==> src/hw/rtl/loco_predictor_residual_assert.svh <==
// Assertion macros for the LOCO predictor block.
// Used by the top level; expects clk_i and rst_ni in scope.
`ifndef LOCO_PREDICTOR_RESIDUAL_ASSERT_SVH
`define LOCO_PREDICTOR_RESIDUAL_ASSERT_SVH

// Condition must hold at every clock edge out of reset
`define LPR_ASSERT(name, cond, msg) \
  name: assert property (@(posedge clk_i) disable iff (!rst_ni) (cond)) else $error(msg);

// Consequent must hold in the cycle after the antecedent
`define LPR_ASSERT_NEXT(name, ante, cons, msg) \
  name: assert property (@(posedge clk_i) disable iff (!rst_ni) (ante) |=> (cons)) \
    else $error(msg);

`endif

==> src/hw/rtl/lpr_ram.sv <==
// Generic single-write, single-read RAM with registered read data.
// No dependencies.
module lpr_ram #(
  parameter int unsigned Width = 8,
  parameter int unsigned Depth = 16,
  parameter int unsigned Aw    = (Depth > 1) ? $clog2(Depth) : 1
) (
  input  logic             clk_i,
  input  logic             we_i,
  input  logic [Aw-1:0]    waddr_i,
  input  logic [Width-1:0] wdata_i,
  input  logic [Aw-1:0]    raddr_i,
  output logic [Width-1:0] rdata_o
);

  logic [Width-1:0] mem_q [Depth];
  logic [Width-1:0] rdata_q;

  always_ff @(posedge clk_i) begin
    if (we_i) begin
      mem_q[waddr_i] <= wdata_i;
    end
    rdata_q <= mem_q[raddr_i];
  end

  assign rdata_o = rdata_q;

endmodule
==> config.mk <==
export PLATFORM = sky130hd
export DESIGN_NAME = lpr_ram
export DESIGN_NICKNAME = d
export VERILOG_FILES = /design/src/hw/rtl/loco_predictor_residual_assert.svh /design/src/hw/rtl/lpr_ram.sv
export SDC_FILE = /design/constraint.sdc
export NUM_CORES = 1
export LEC_CHECK = 0
export BUFFER_PORTS_ARGS = -buffer_cell sky130_fd_sc_hd__buf_2
export CAP_MARGIN = 20
export CORE_MARGIN = 3
export CORE_UTILIZATION = 47
export CTS_BUF_LIST = sky130_fd_sc_hd__clkbuf_16
export DETAILED_ROUTE_END_ITERATION = 8
export SLEW_MARGIN = 40
export SYNTH_ARGS = -nofsm -noshare
export SYNTH_HDL_FRONTEND = slang
export SYNTH_SLANG_ARGS = --single-unit
==> constraint.sdc <==
create_clock -name clk_i -period 4.14 [get_ports clk_i]
set_clock_uncertainty 0.05 [all_clocks]
set_input_delay 0.414 -clock clk_i [delete_from_list [all_inputs] [get_ports clk_i]]
set_output_delay 0.414 -clock clk_i [all_outputs]
set_load 0.01 [all_outputs]
==> reports/metrics.csv <==
metric;value;unit
worst-skew pair later-pin latency;0.40;ns
Max Cap Viol;0;
Worst path max stage delay;0.64;ns
Vert. Die Dim;111;µm
Switching Share;19.7;%
GRT Total Usage;17.1;%
CTS Buf Count;17;
PortBufs;25;
CTS Sinks;136;
Area contributors post-synth;edfxtp_1 75%, mux4_2 7.9%, mux4_1 7.1%, dfxtp_1 3.1%, a22oi_1 2.3%;
Synth top cells by count;128 x edfxtp_1, 18 x mux4_2, 16 x a22oi_1;
Clock transition at path regs;0.05;ns
worst path bufs/invs;1;
ANT nets after route;0;
area of the multi-input gates;1110;µm²
die area;12200;µm²
CORE AREA;10500;µm²
post-synthesis sequential area ratio;77.8;%
drt wl/cell;24.0;µm
Post-CTS Setup Bufs;0;
ys flop type;edfxtp_1;
Synth Instances;229;
crit share post-route;41.6;%
Worst IR Drop VDD;0.000236;V
Fin Setup TNS;0;ns
outcome;completed;
post-synth cell types;19;
RSZ-0062 raised after global routing;false;
Synth Net Count;247;
placed cells;382;
DRC Markers;0;
Synth Warn #;0;
Final setup viols;0;
Layout Cells excl Fill;412;
IO Count;26;
CP max-delay cell;mux4_1;
global-route wire length before repair;15.1;mm
P&R area growth vs syn;15.2;%
Final Hold Fails;0;
FF+latch area;4000;µm²
pwr dens;502;nW/µm²
initial antenna violation count;0;
Filler cells;784;
Initial Util;49.0;%
mean post-synth cell area;22.5;µm²
largest net degree at the start of global routing;33;
fraction of layout cells with a size suffix above 1;29.3;%
CP top delay family;multiplexers;
antenna diode count;0;
Hold Buf Count CTS;0;
Worst setup SP type;input pin;
critical path fanouts, max;32;
total gr overflow;0;
routed vias/inst;5.80;
combinational power share;4.8;%
DP HPWL;6.08;mm
Final min period;1.72;ns
Via Count;2390;
Synth area leader;edfxtp_1;
CP Class;in2reg;
net switching power;0.000585;W
clock network power share;43.1;%
Peak Freq;0.581;GHz
number of global-route vias before repair;2511;
slew margin rel.;44.2;%
die width;111;µm
sequential share of power;52.1;%
cell-internal power;0.00239;W
Setup crit end kind;register;
Synth top area share;74.7;%
Yosys reg bits;136;
Post-synth EDFFs;128;
Detailed Route WL;9.91;mm
initial DRC count;129;
top-count cell post-synth;edfxtp_1;
Hold Path Class;in2reg;
RePlAce Congestion;0.723;
CP cell instances;buf_4, mux4_1, a22oi_1, nand2_1;
CTS tree;yes;
critical path required time;4.38;ns
Max Slew Vio Count;0;
post-cts gate resize count;0;
CTS root buf;clkbuf_16;
critical path arrival;1.96;ns
FFs w/ async S/R, synth;0;%
LEAKAGE;1.98;nW
Tightest Pin Transition;0.834;ns
CTS H-Tree Depth;4;
clock buffer depth;2;
Netlist Area Pre-Place;5150;µm²
1st-pass router iterations;4;
Nets;283;
Cell Rows;37;
## cell usage in the layout (no fill, tap or decap), types with 2 or more instances in the layout
cell,instances
clkbuf_16,17
mux4_2,18
nand2b_1,2
nand3b_1,2
nor3_4,2
buf_2,24
edfxtp_1,128
dfxtp_1,8
clkinv_2,3
inv_1,4
buf_4,3
nor3_1,2
mux4_1,14
nor2_2,12
nand2_1,9
a22oi_1,16
clkinv_1,5
## metal layers
layer	part of all wire (%)	global-route usage, %
met1	47	24.5
met2	48	25.3
met3	4.9	4.69
met4	0.49	6.81
met5	0	0
## flip-flops by register name, indices dropped and copies added, names as in the netlist
| name | flops |
|---|---|
| mem_q | 128 |
| rdata_o | 8 |
## area by class of cell
cell class                      count  share of cell area [%]
Tap cell                          136                    2.87
Clock inverter                     13                    1.33
Clock buffer                       17                    7.17
Multi-Input combinational cell     83                    18.7
Timing Repair Buffer               27                    2.41
Sequential cell                   136                    67.5
## through the flow
step / hold WS [ns] / util, % / cell area, µm² / total power [W] / worst slack, ns
after floorplan: 0.463 / - / 5150 / 0.00166 / 2.18
after global placement: 0.615 / 51.2 / 5380 / 0.00172 / 1.58
after detailed placement: 0.624 / 51.4 / 5410 / 0.00172 / 1.92
after CTS: 0.329 / 56.2 / 5910 / 0.00300 / 2.35
after global routing: 0.341 / 56.4 / 5930 / 0.00307 / 2.36
final: 0.341 / 56.4 / 5930 / 0.00297 / 2.42
## kinds of logic after synthesis
group / share of synthesized area (%)
and+or+nand+nor: 3.18
buffers and inverters: 1.68
muxes: 15.0
AOI/OAI and AO/OA: 2.33
DFF: 77.8
## worst paths after layout
check | startpoint | end | slack, ns | cells past startpoint
hold / removal | wdata_i[5] | mem_q[2][5]$_DFFE_PP_ | 0.34 | 1
setup / recovery | raddr_i[0] | rdata_o[5]$_DFF_P_ | 2.42 | 4
setup reg to reg | mem_q[2][5]$_DFFE_PP_ | rdata_o[5]$_DFF_P_ | 2.70 | 3
hold reg to reg | mem_q[15][1]$_DFFE_PP_ | rdata_o[1]$_DFF_P_ | 0.63 | 3
## power by group through the flow
stage	combinational, W	sequential (W)	clock [W]
after floorplan	0.0000781	0.00158	0
after global placement	0.000139	0.00158	0
after detailed placement	0.000142	0.00158	0
after CTS	0.000143	0.00155	0.00130
after global routing	0.000154	0.00155	0.00137
final	0.000141	0.00155	0.00128
## worst register-to-register path: cells and delay by family (launching register included)
kind	cells	cell delay (ns)
simple gates	1	0.09
compound gates	1	0.31
flops	1	0.38
mux	1	0.51
Note: power is estimated with default switching activity, not from simulation.
